$ cat src/design/avcc_pkg.sv
// Shared constants and helpers for the length-prefix to start-code converter.
package avcc_pkg;

  // Annex B start code, most significant byte first
  localparam logic [31:0] START_CODE = 32'h0000_0001;

  // NAL unit header fields
  localparam logic [4:0] NAL_TYPE_MASK = 5'h1F;
  localparam logic [4:0] NAL_IDR       = 5'h05;
  localparam logic [4:0] NAL_SEI       = 5'h06;
  localparam logic [4:0] NAL_SPS       = 5'h07;
  localparam logic [4:0] NAL_PPS       = 5'h08;

  // Start code byte that sits 'back' bytes before the end of the prefix
  function automatic logic [7:0] start_code_byte(input logic [1:0] back);
    start_code_byte = START_CODE[8*back +: 8];
  endfunction

endpackage

$ cat src/design/avcc_if.sv
// Valid/ready channel interfaces for the converter's input and output items.
interface avcc_in_if;
  logic       valid;
  logic       ready;
  logic [7:0] in_byte;
  logic       sample_end;

  modport source (output valid, output in_byte, output sample_end, input ready);
  modport sink   (input valid, input in_byte, input sample_end, output ready);
endinterface

interface avcc_out_if;
  logic       valid;
  logic       ready;
  logic [7:0] out_byte;
  logic       out_end;
  logic       is_key;
  logic       need_param_sets;
  logic       truncated;

  modport source (output valid, output out_byte, output out_end, output is_key,
                  output need_param_sets, output truncated, input ready);
  modport sink   (input valid, input out_byte, input out_end, input is_key,
                  input need_param_sets, input truncated, output ready);
endinterface

$ cat src/design/avcc_to_annexb_converter_unit.sv
// Top level: H.264 length-prefixed sample to Annex B byte stream converter.
// Takes one sample byte per item and returns one converted byte per item
// through a single output register. A new item is taken
// every clock while the output register is empty or being emptied in the same
// cycle, so the sustained rate is one byte per clock; the per-byte work is a
// prefix-byte counter, a length shift register and a body-byte down counter.
// Each PREFIX_BYTES-long big-endian NAL length is replaced in place by the tail
// of the start code 00 00 00 01. On the byte flagged sample_end the result
// carries is_key, need_param_sets and truncated, and the parser returns to its
// reset state for the next sample; on other bytes those flags are zero.
module avcc_to_annexb_converter_unit #(
  parameter int PREFIX_BYTES = 4
) (
  input  logic       clk_i,
  input  logic       rst_ni,
  avcc_in_if.sink    in_i,
  avcc_out_if.source out_o
);
  import avcc_pkg::*;

  localparam int LenW = 8 * PREFIX_BYTES;
  localparam int PosW = (PREFIX_BYTES > 1) ? $clog2(PREFIX_BYTES) : 1;
  localparam logic [PosW-1:0] PosLast = PosW'(PREFIX_BYTES - 1);

  // Parser state
  logic [PosW-1:0] prefix_pos_q, prefix_pos_d;
  logic [LenW-1:0] length_acc_q, length_acc_d;
  logic [LenW-1:0] bytes_left_q, bytes_left_d;
  logic            type_pending_q, type_pending_d;
  logic            seen_sps_q, seen_sps_d;
  logic            key_seen_q, key_seen_d;

  // Output register
  logic       out_valid_q;
  logic [7:0] out_byte_q, out_byte_d;
  logic       out_end_q;
  logic       is_key_q, is_key_d;
  logic       need_ps_q, need_ps_d;
  logic       trunc_q, trunc_d;

  logic            in_accept;
  logic            in_body;
  logic [LenW-1:0] acc_shift;
  logic [1:0]      sc_back;
  logic [4:0]      nal_type;

  assign in_i.ready = !out_valid_q || out_o.ready;
  assign in_accept  = in_i.valid && in_i.ready;

  assign in_body   = (bytes_left_q != '0);
  assign acc_shift = LenW'({length_acc_q, in_i.in_byte});
  assign sc_back   = 2'(PREFIX_BYTES - 1 - int'(prefix_pos_q));
  assign nal_type  = in_i.in_byte[4:0] & NAL_TYPE_MASK;

  // Per-byte parse: body byte pass-through or prefix byte replacement
  always_comb begin
    prefix_pos_d   = prefix_pos_q;
    length_acc_d   = length_acc_q;
    bytes_left_d   = bytes_left_q;
    type_pending_d = type_pending_q;
    seen_sps_d     = seen_sps_q;
    key_seen_d     = key_seen_q;
    out_byte_d     = in_i.in_byte;
    is_key_d       = 1'b0;
    need_ps_d      = 1'b0;
    trunc_d        = 1'b0;

    if (in_body) begin
      // first body byte is the NAL header
      if (type_pending_q) begin
        type_pending_d = 1'b0;
        if (nal_type == NAL_SPS) begin
          seen_sps_d = 1'b1;
          key_seen_d = 1'b1;
        end else if (!seen_sps_q && (nal_type inside {NAL_PPS, NAL_SEI, NAL_IDR})) begin
          key_seen_d = 1'b1;
        end
      end
      bytes_left_d = bytes_left_q - LenW'(1);
    end else begin
      out_byte_d = start_code_byte(sc_back);
      if (prefix_pos_q == PosLast) begin
        // prefix complete: load body count, empty NALs get no header check
        bytes_left_d   = acc_shift;
        type_pending_d = (acc_shift != '0);
        prefix_pos_d   = '0;
        length_acc_d   = '0;
      end else begin
        length_acc_d = acc_shift;
        prefix_pos_d = prefix_pos_q + PosW'(1);
      end
    end

    // sample summary, then clear for the next sample
    if (in_i.sample_end) begin
      is_key_d       = key_seen_d;
      need_ps_d      = key_seen_d && !seen_sps_d;
      trunc_d        = (prefix_pos_d != '0) || (bytes_left_d != '0);
      prefix_pos_d   = '0;
      length_acc_d   = '0;
      bytes_left_d   = '0;
      type_pending_d = 1'b0;
      seen_sps_d     = 1'b0;
      key_seen_d     = 1'b0;
    end
  end

  // Parser state registers
  always_ff @(posedge clk_i or negedge rst_ni) begin
    if (!rst_ni) begin
      prefix_pos_q   <= '0;
      length_acc_q   <= '0;
      bytes_left_q   <= '0;
      type_pending_q <= 1'b0;
      seen_sps_q     <= 1'b0;
      key_seen_q     <= 1'b0;
    end else if (in_accept) begin
      prefix_pos_q   <= prefix_pos_d;
      length_acc_q   <= length_acc_d;
      bytes_left_q   <= bytes_left_d;
      type_pending_q <= type_pending_d;
      seen_sps_q     <= seen_sps_d;
      key_seen_q     <= key_seen_d;
    end
  end

  // Output valid
  always_ff @(posedge clk_i or negedge rst_ni) begin
    if (!rst_ni) begin
      out_valid_q <= 1'b0;
    end else if (in_accept) begin
      out_valid_q <= 1'b1;
    end else if (out_o.ready) begin
      out_valid_q <= 1'b0;
    end
  end

  // Output payload
  always_ff @(posedge clk_i) begin
    if (in_accept) begin
      out_byte_q <= out_byte_d;
      out_end_q  <= in_i.sample_end;
      is_key_q   <= is_key_d;
      need_ps_q  <= need_ps_d;
      trunc_q    <= trunc_d;
    end
  end

  assign out_o.valid           = out_valid_q;
  assign out_o.out_byte        = out_byte_q;
  assign out_o.out_end         = out_end_q;
  assign out_o.is_key          = is_key_q;
  assign out_o.need_param_sets = need_ps_q;
  assign out_o.truncated       = trunc_q;

  // Checks
  a_end_clears_state: assert property (@(posedge clk_i) disable iff (!rst_ni)
    in_accept && in_i.sample_end |=>
      prefix_pos_q == '0 && bytes_left_q == '0 && !key_seen_q && !seen_sps_q)
    else $error("parser state not cleared after sample end");

  a_flags_only_at_end: assert property (@(posedge clk_i) disable iff (!rst_ni)
    out_valid_q && !out_end_q |-> !is_key_q && !need_ps_q && !trunc_q)
    else $error("summary flags set on a non-final byte");

  a_need_implies_key: assert property (@(posedge clk_i) disable iff (!rst_ni)
    out_valid_q && need_ps_q |-> is_key_q)
    else $error("need_param_sets without keyframe");

  a_no_overwrite: assert property (@(posedge clk_i) disable iff (!rst_ni)
    out_valid_q && !out_o.ready |-> !in_accept)
    else $error("pending output item overwritten");

endmodule

$ cat src/flat_wrapper.sv
// flat-port wrapper written by rule: the top's interface ports become plain ports
module avcc_to_annexb_converter_unit_flat import avcc_pkg::*;
#(
  parameter int PREFIX_BYTES = 4
)
  (clk_i, rst_ni, in_i_valid, in_i_in_byte, in_i_sample_end, in_i_ready, out_o_valid, out_o_out_byte, out_o_out_end, out_o_is_key, out_o_need_param_sets, out_o_truncated, out_o_ready);
  avcc_in_if in_i_i ();
  avcc_out_if out_o_i ();
  input  logic clk_i;
  input  logic rst_ni;
  input wire logic [$bits(in_i_i.valid)-1:0] in_i_valid;
  input wire logic [$bits(in_i_i.in_byte)-1:0] in_i_in_byte;
  input wire logic [$bits(in_i_i.sample_end)-1:0] in_i_sample_end;
  output wire logic [$bits(in_i_i.ready)-1:0] in_i_ready;
  output wire logic [$bits(out_o_i.valid)-1:0] out_o_valid;
  output wire logic [$bits(out_o_i.out_byte)-1:0] out_o_out_byte;
  output wire logic [$bits(out_o_i.out_end)-1:0] out_o_out_end;
  output wire logic [$bits(out_o_i.is_key)-1:0] out_o_is_key;
  output wire logic [$bits(out_o_i.need_param_sets)-1:0] out_o_need_param_sets;
  output wire logic [$bits(out_o_i.truncated)-1:0] out_o_truncated;
  input wire logic [$bits(out_o_i.ready)-1:0] out_o_ready;
  assign in_i_i.valid = in_i_valid;
  assign in_i_i.in_byte = in_i_in_byte;
  assign in_i_i.sample_end = in_i_sample_end;
  assign in_i_ready = in_i_i.ready;
  assign out_o_valid = out_o_i.valid;
  assign out_o_out_byte = out_o_i.out_byte;
  assign out_o_out_end = out_o_i.out_end;
  assign out_o_is_key = out_o_i.is_key;
  assign out_o_need_param_sets = out_o_i.need_param_sets;
  assign out_o_truncated = out_o_i.truncated;
  assign out_o_i.ready = out_o_ready;
  avcc_to_annexb_converter_unit #(.PREFIX_BYTES(PREFIX_BYTES)) u_core (.clk_i(clk_i), .rst_ni(rst_ni), .in_i(in_i_i), .out_o(out_o_i));
endmodule
$ cat config.mk
export PLATFORM = sky130hd
export DESIGN_NAME = avcc_to_annexb_converter_unit_flat
export DESIGN_NICKNAME = d
export VERILOG_FILES = /design/src/design/avcc_pkg.sv /design/src/design/avcc_if.sv /design/src/design/avcc_to_annexb_converter_unit.sv /design/src/flat_wrapper.sv
export SDC_FILE = /design/constraint.sdc
export NUM_CORES = 1
export LEC_CHECK = 0
export BUFFER_PORTS_ARGS = -buffer_cell sky130_fd_sc_hd__buf_4
export CORE_MARGIN = 5
export CORE_UTILIZATION = 45
export DETAILED_ROUTE_END_ITERATION = 8
export PLACE_DENSITY = 0.74
export SYNTH_ARGS = -nofsm -noshare
export SYNTH_HDL_FRONTEND = slang
export SYNTH_SLANG_ARGS = --single-unit
$ cat constraint.sdc
create_clock -name clk_i -period 4.25 [get_ports clk_i]
set_input_delay 1.0625 -clock clk_i [delete_from_list [all_inputs] [get_ports clk_i]]
set_output_delay 1.0625 -clock clk_i [all_outputs]
set_load 0.05 [all_outputs]
# [Word level (Yosys, flattened, before mapping)]
# Index checks and enable logic that the tools add are counted.
[totals] register_bits=74 in_bits=13 output_inout_bits=14 wordCells=63
[classes] n_addsub=3 eq_ne=6 n_shift=1 mux=24 reduce_logical=17
[op_table] op="32-bit 2-to-1 mux" count=3
[op_table] op="32-bit nonzero test" count=3
[op_table] op="24-bit 2-to-1 mux" count=3
[op_table] op="32-bit by 6-bit indexed part select with 8-bit output, first input constant" count=1
[op_table] op="32-bit by 1-bit subtractor with 32-bit output, second input constant" count=1
[op_table] op="5-bit by 3-bit equality test with 1-bit output, second input constant" count=3
[op_table] op="1-bit 2-to-1 mux" count=14
[op_table] op="8-bit 2-to-1 mux" count=1
[op_table] op="2-bit 2-to-1 mux" count=3
[op_table] op="3-bit nonzero test" count=2
[op_table] op="5-bit by 4-bit equality test with 1-bit output, second input constant" count=1
[op_table] op="2-bit AND reduction" count=2
[op_table] op="2-bit nonzero test" count=2
[op_table] op="1-bit logical AND" count=3
[op_table] op="1-bit zero test" count=3
[op_table] op="2-bit by 1-bit adder with 2-bit output, second input constant" count=1
[op_table] op="2-bit equality test, second input constant" count=1
[op_table] op="1-bit logical OR" count=2
[op_table] op="2-bit inequality test, second input constant" count=1
[op_table] op="2-bit subtractor, first input constant" count=1

# [Logic depth before layout (Yosys ltp)]
[logic_depth] depth_word=8 ltp_mapped=13 mapped_depth_nobuf=10

# [Worst setup path after synthesis]
# No wires, ideal clock.
[synth_path] path_kind="register -> register" start="reg u_core.bytes_left_q[0]" end="reg u_core.trunc_q, in the netlist u_core.out_o.truncated, data pin" setup_time_ns=0.264 arrival_time_ns=2.843 required_time_ns=3.986 slack_ns=1.143 stages_incl_launch_ff=13 path_buffers=2 period_less_slack_ns=3.107 cell_sequence="dfrtp_1 > clkbuf_1 > inv_1 > ha_1 > nor4b_2 > nand2_1 > nor4_4 > buf_6 > o21ai_1 > a21o_1 > nor4_2 > nand3b_1 > o41a_1"
[synth_via] elab_chain_cells=4 elab_cells_between_ends=8 cone_classes="1 x add/sub; 3 x mux; 4 x reduce/logical"
[synth_lines] item="from (decl)" line="avcc_to_annexb_converter_unit.sv:28" source="logic [LenW-1:0] bytes_left_q, bytes_left_d;"
[synth_lines] item="from (signal assigned)" line="avcc_to_annexb_converter_unit.sv:120" source="bytes_left_q <= bytes_left_d;"
[synth_lines] item="32-bit by 1-bit subtractor with 32-bit output (tied with other cells)" line="avcc_to_annexb_converter_unit.sv:79" source="bytes_left_d = bytes_left_q - LenW'(1);"
[synth_lines] item="32-bit 2-to-1 mux or 2-bit 2-to-1 mux (tied branches)" line="avcc_to_annexb_converter_unit.sv:68" source="if (in_body) begin"
[synth_lines] item="32-bit nonzero test or 2-bit nonzero test (tied branches)" line="avcc_to_annexb_converter_unit.sv:98" source="trunc_d = (prefix_pos_d != '0) || (bytes_left_d != '0);"
[synth_lines] item="1-bit logical OR (*)" line="avcc_to_annexb_converter_unit.sv:98"
[synth_lines] item="to (signal assigned)" line="avcc_to_annexb_converter_unit.sv:145" source="trunc_q <= trunc_d;"
[synth_lines] item="to (decl)" line="avcc_to_annexb_converter_unit.sv:39" source="logic trunc_q, trunc_d;"
# Every way passes the cells marked *; elsewhere a longest branch is shown, timed or not.
# A chain may end at the register's enable or synchronous reset.

# [Worst setup path after layout]
# Same ends and word-level chain as after synthesis.

==> run metrics <==
dominant synthesized flop cell dfrtp_1; Synth Warn # 0; Maximum Capacitance Violations 0; skew final 0.00938 ns; Synth area leaders dfrtp_1, edfxtp_1, nand2_1; Initial DRC Count 444; area leader, netlist dfrtp_1; Final ANT Viol Nets 0; Placed Cells 638; class of the worst hold path reg2reg; Synth cell types 64; ys async rst share 0.838; first-pass GRT wire length 21000 um; initial core utilization 0.466; CTS buffer count 9; Least-Margin Pin Slew 0.812 ns; PortBufs 26; post_cts resized 0; Int Power 1940 uW; r2r setup slk between 0.6 and 0.7 ns; P&R area growth vs syn 11.8%; post-DP HPWL 9250 um; Final nets 535; CTS tree yes; level count of the clock H-tree 3; Global Route Usage Sum 0.234; Routed WL 12900 um; RSZ-0062 raised after global routing no; clk_lat worst skew between 0.3 and 0.4 ns; core footprint around 9300 um2; Avg Inst Size Synth 8.67 um2; largest net degree at the start of global routing between 60 and 70; clk slew on worst S/H paths 0.08 ns; final setup violation count 0; Die ar. 11700 um2; Switch Pwr 1820 uW; share of the synthesized area in the top cell type 0.357; die extent in y roughly 110 um; CP arrival 3.75 ns; clock tree buffer depth 2; Max Freq approximately 270 MHz; commonest non-fill, non-tap cell in the layout nand2_1; CP Max Fanout 26; Hold Buf Count CTS 0; number of vias per cell ~6.2; Slew Viols, Final 0; syn_nets 517; gpl congestion 0.938; fin cells 654; Rows 35; Max IR drop VDD 310 uV; die width around 110 um; number of global-route vias before repair 3768; fin crit share 0.857; Sink Count 74; cell count after synthesis ~500; Seq cells post-synth 74; Cell Area, Synth 4350 um2; diodes inserted 0; DR WL/cell a little under 20 um; Setup CP Type reg2reg; setup TNS 0 ns; CP endpoint kind flop; initial antenna violation count 0; final-report hold violation count 0; Seq/Total Area, Yosys 0.439; sequential power share 0.316; share of layout cells above drive strength 1 0.141; Initial DRT Pass Iterations 5; root buffer cell clkbuf_8; Logic pwr share 0.534; WP data required between 4 and 5 ns; Worst Setup Start Kind flop; vias 4067; static leakage about 0.0020 uW; Min Clock Period, post-route between 3 and 4 ns; most frequent cells in the layout nand2_1, dfrtp_1, o21ai_0, buf_4, nor2_1; number of enable flip-flop cells after synthesis 12; drt drc 0; Clock power frac 0.150; GRT overflow 0; Ports 27; Setup Buffers After CTS 0; pwr dens between 700 and 800 nW/um2; headroom to the max-slew limit 0.459; run status complete, no violations; switching share of power 0.484
[layer usage]
| layer | vias up | wire length [um] | global-route usage |
|---|---|---|---|
| li1 | 1894 | - | - |
| met1 | 1957 | 5790 | 0.354 |
| met2 | 184 | 5710 | 0.336 |
| met3 | 32 | 1090 | 0.0430 |
| met4 | 0 | 327 | 0.0766 |
| met5 | - | 0 | 0 |
[Yosys cell counts, drive strengths merged (4+ instances only)]
| library cell | n |
|---|---|
| nand2 | 89 |
| dfrtp | 62 |
| o21ai | 46 |
| nor2 | 36 |
| a21oi | 28 |
| nor3 | 26 |
| clkbuf | 23 |
| nor4 | 20 |
| a22o | 18 |
| nand3 | 15 |
| edfxtp | 12 |
| nand4 | 9 |
| or3 | 9 |
| or4 | 9 |
| buf | 8 |
| nor2b | 8 |
| inv | 7 |
| nand2b | 6 |
| a211o | 5 |
| a31oi | 5 |
| and2 | 4 |
| o31ai | 4 |
[power groups by stage]
| stage | Combinational (uW) | Clock, uW | Sequential, uW |
|---|---|---|---|
| after floorplan | 1480 | 0 | 1110 |
| after global placement | 1960 | 0 | 1180 |
| after detailed placement | 1960 | 0 | 1190 |
| after CTS | 1970 | 575 | 1180 |
| after global routing | 2190 | 615 | 1210 |
| final | 2010 | 565 | 1190 |
[kinds of logic (layout without fill, tap and decap cells)]
logic type | Yosys count | after routing | share of synthesized area
simple gates | 243 | 243 | 0.293
fa+ha+maj | 2 | 2 | 0.00575
compound gates | 136 | 136 | 0.205
flops | 74 | 74 | 0.439
buf+inv | 38 | 61 | 0.0371
mux | 4 | 4 | 0.00978
xor+xnor | 5 | 5 | 0.0101
[stage by stage]
stage               utilization  total power, uW  cell area, um2  hold WS (ns)  worst slack, ns
floorplan                     -             2590            4350         0.451             1.14
global placement          0.500             3140            4670         0.463            0.747
detailed placement        0.500             3150            4670         0.481            0.735
global route              0.522             4020            4860         0.532            0.418
CTS                       0.522             3720            4860         0.498            0.699
finish                    0.522             3760            4860         0.490            0.607
[registers in the layout, indices dropped and copies added (netlist names)]
name	flops
u_core.bytes_left_q	32
u_core.key_seen_q	1
u_core.out_o.valid	1
u_core.seen_sps_q	1
u_core.out_o.out_byte	8
u_core.out_o.out_end	1
u_core.prefix_pos_q	2
u_core.out_o.is_key	1
u_core.length_acc_q	24
u_core.type_pending_q	1
u_core.out_o.truncated	1
u_core.out_o.need_param_sets	1
[layout make-up]
| class | count | area [um2] |
|---|---|---|
| sequential | 74 | 1910 |
| multi-input combinational | 390 | 2280 |
| clock inverter | 7 | 75.1 |
| tap | 129 | 161 |
| clock buffer | 9 | 124 |
| fill | 889 | 4460 |
| inverter | 7 | 26.3 |
| timing repair buffer | 38 | 285 |
[critical path, stage by stage, from the launching register on]
cell and delay (ns):
dfrtp_1 0.49, inv_1 0.13, ha_1 0.24, nor4b_2 0.38, nand2_1 0.09, buf_4 0.19
nor4_4 0.22, buf_4 0.34, nor3_1 0.12, a211o_1 0.26, nor4_1 0.30, nand4b_1 0.20
o41a_1 0.44
[final timing paths]
check,start,cells past startpoint,to
min in group asynchronous,rst_ni,1,u_core.out_o.valid
worst min-delay path,u_core.length_acc_q[20],2,u_core.length_acc_q[20]
worst max register to register,u_core.bytes_left_q[0],12,u_core.out_o.truncated
worst min register to register,u_core.length_acc_q[20],2,u_core.length_acc_q[20]
max in group asynchronous,rst_ni,1,u_core.bytes_left_q[30]
worst max-delay path,u_core.bytes_left_q[0],12,u_core.out_o.truncated
Power figures use the tool's default switching activity.
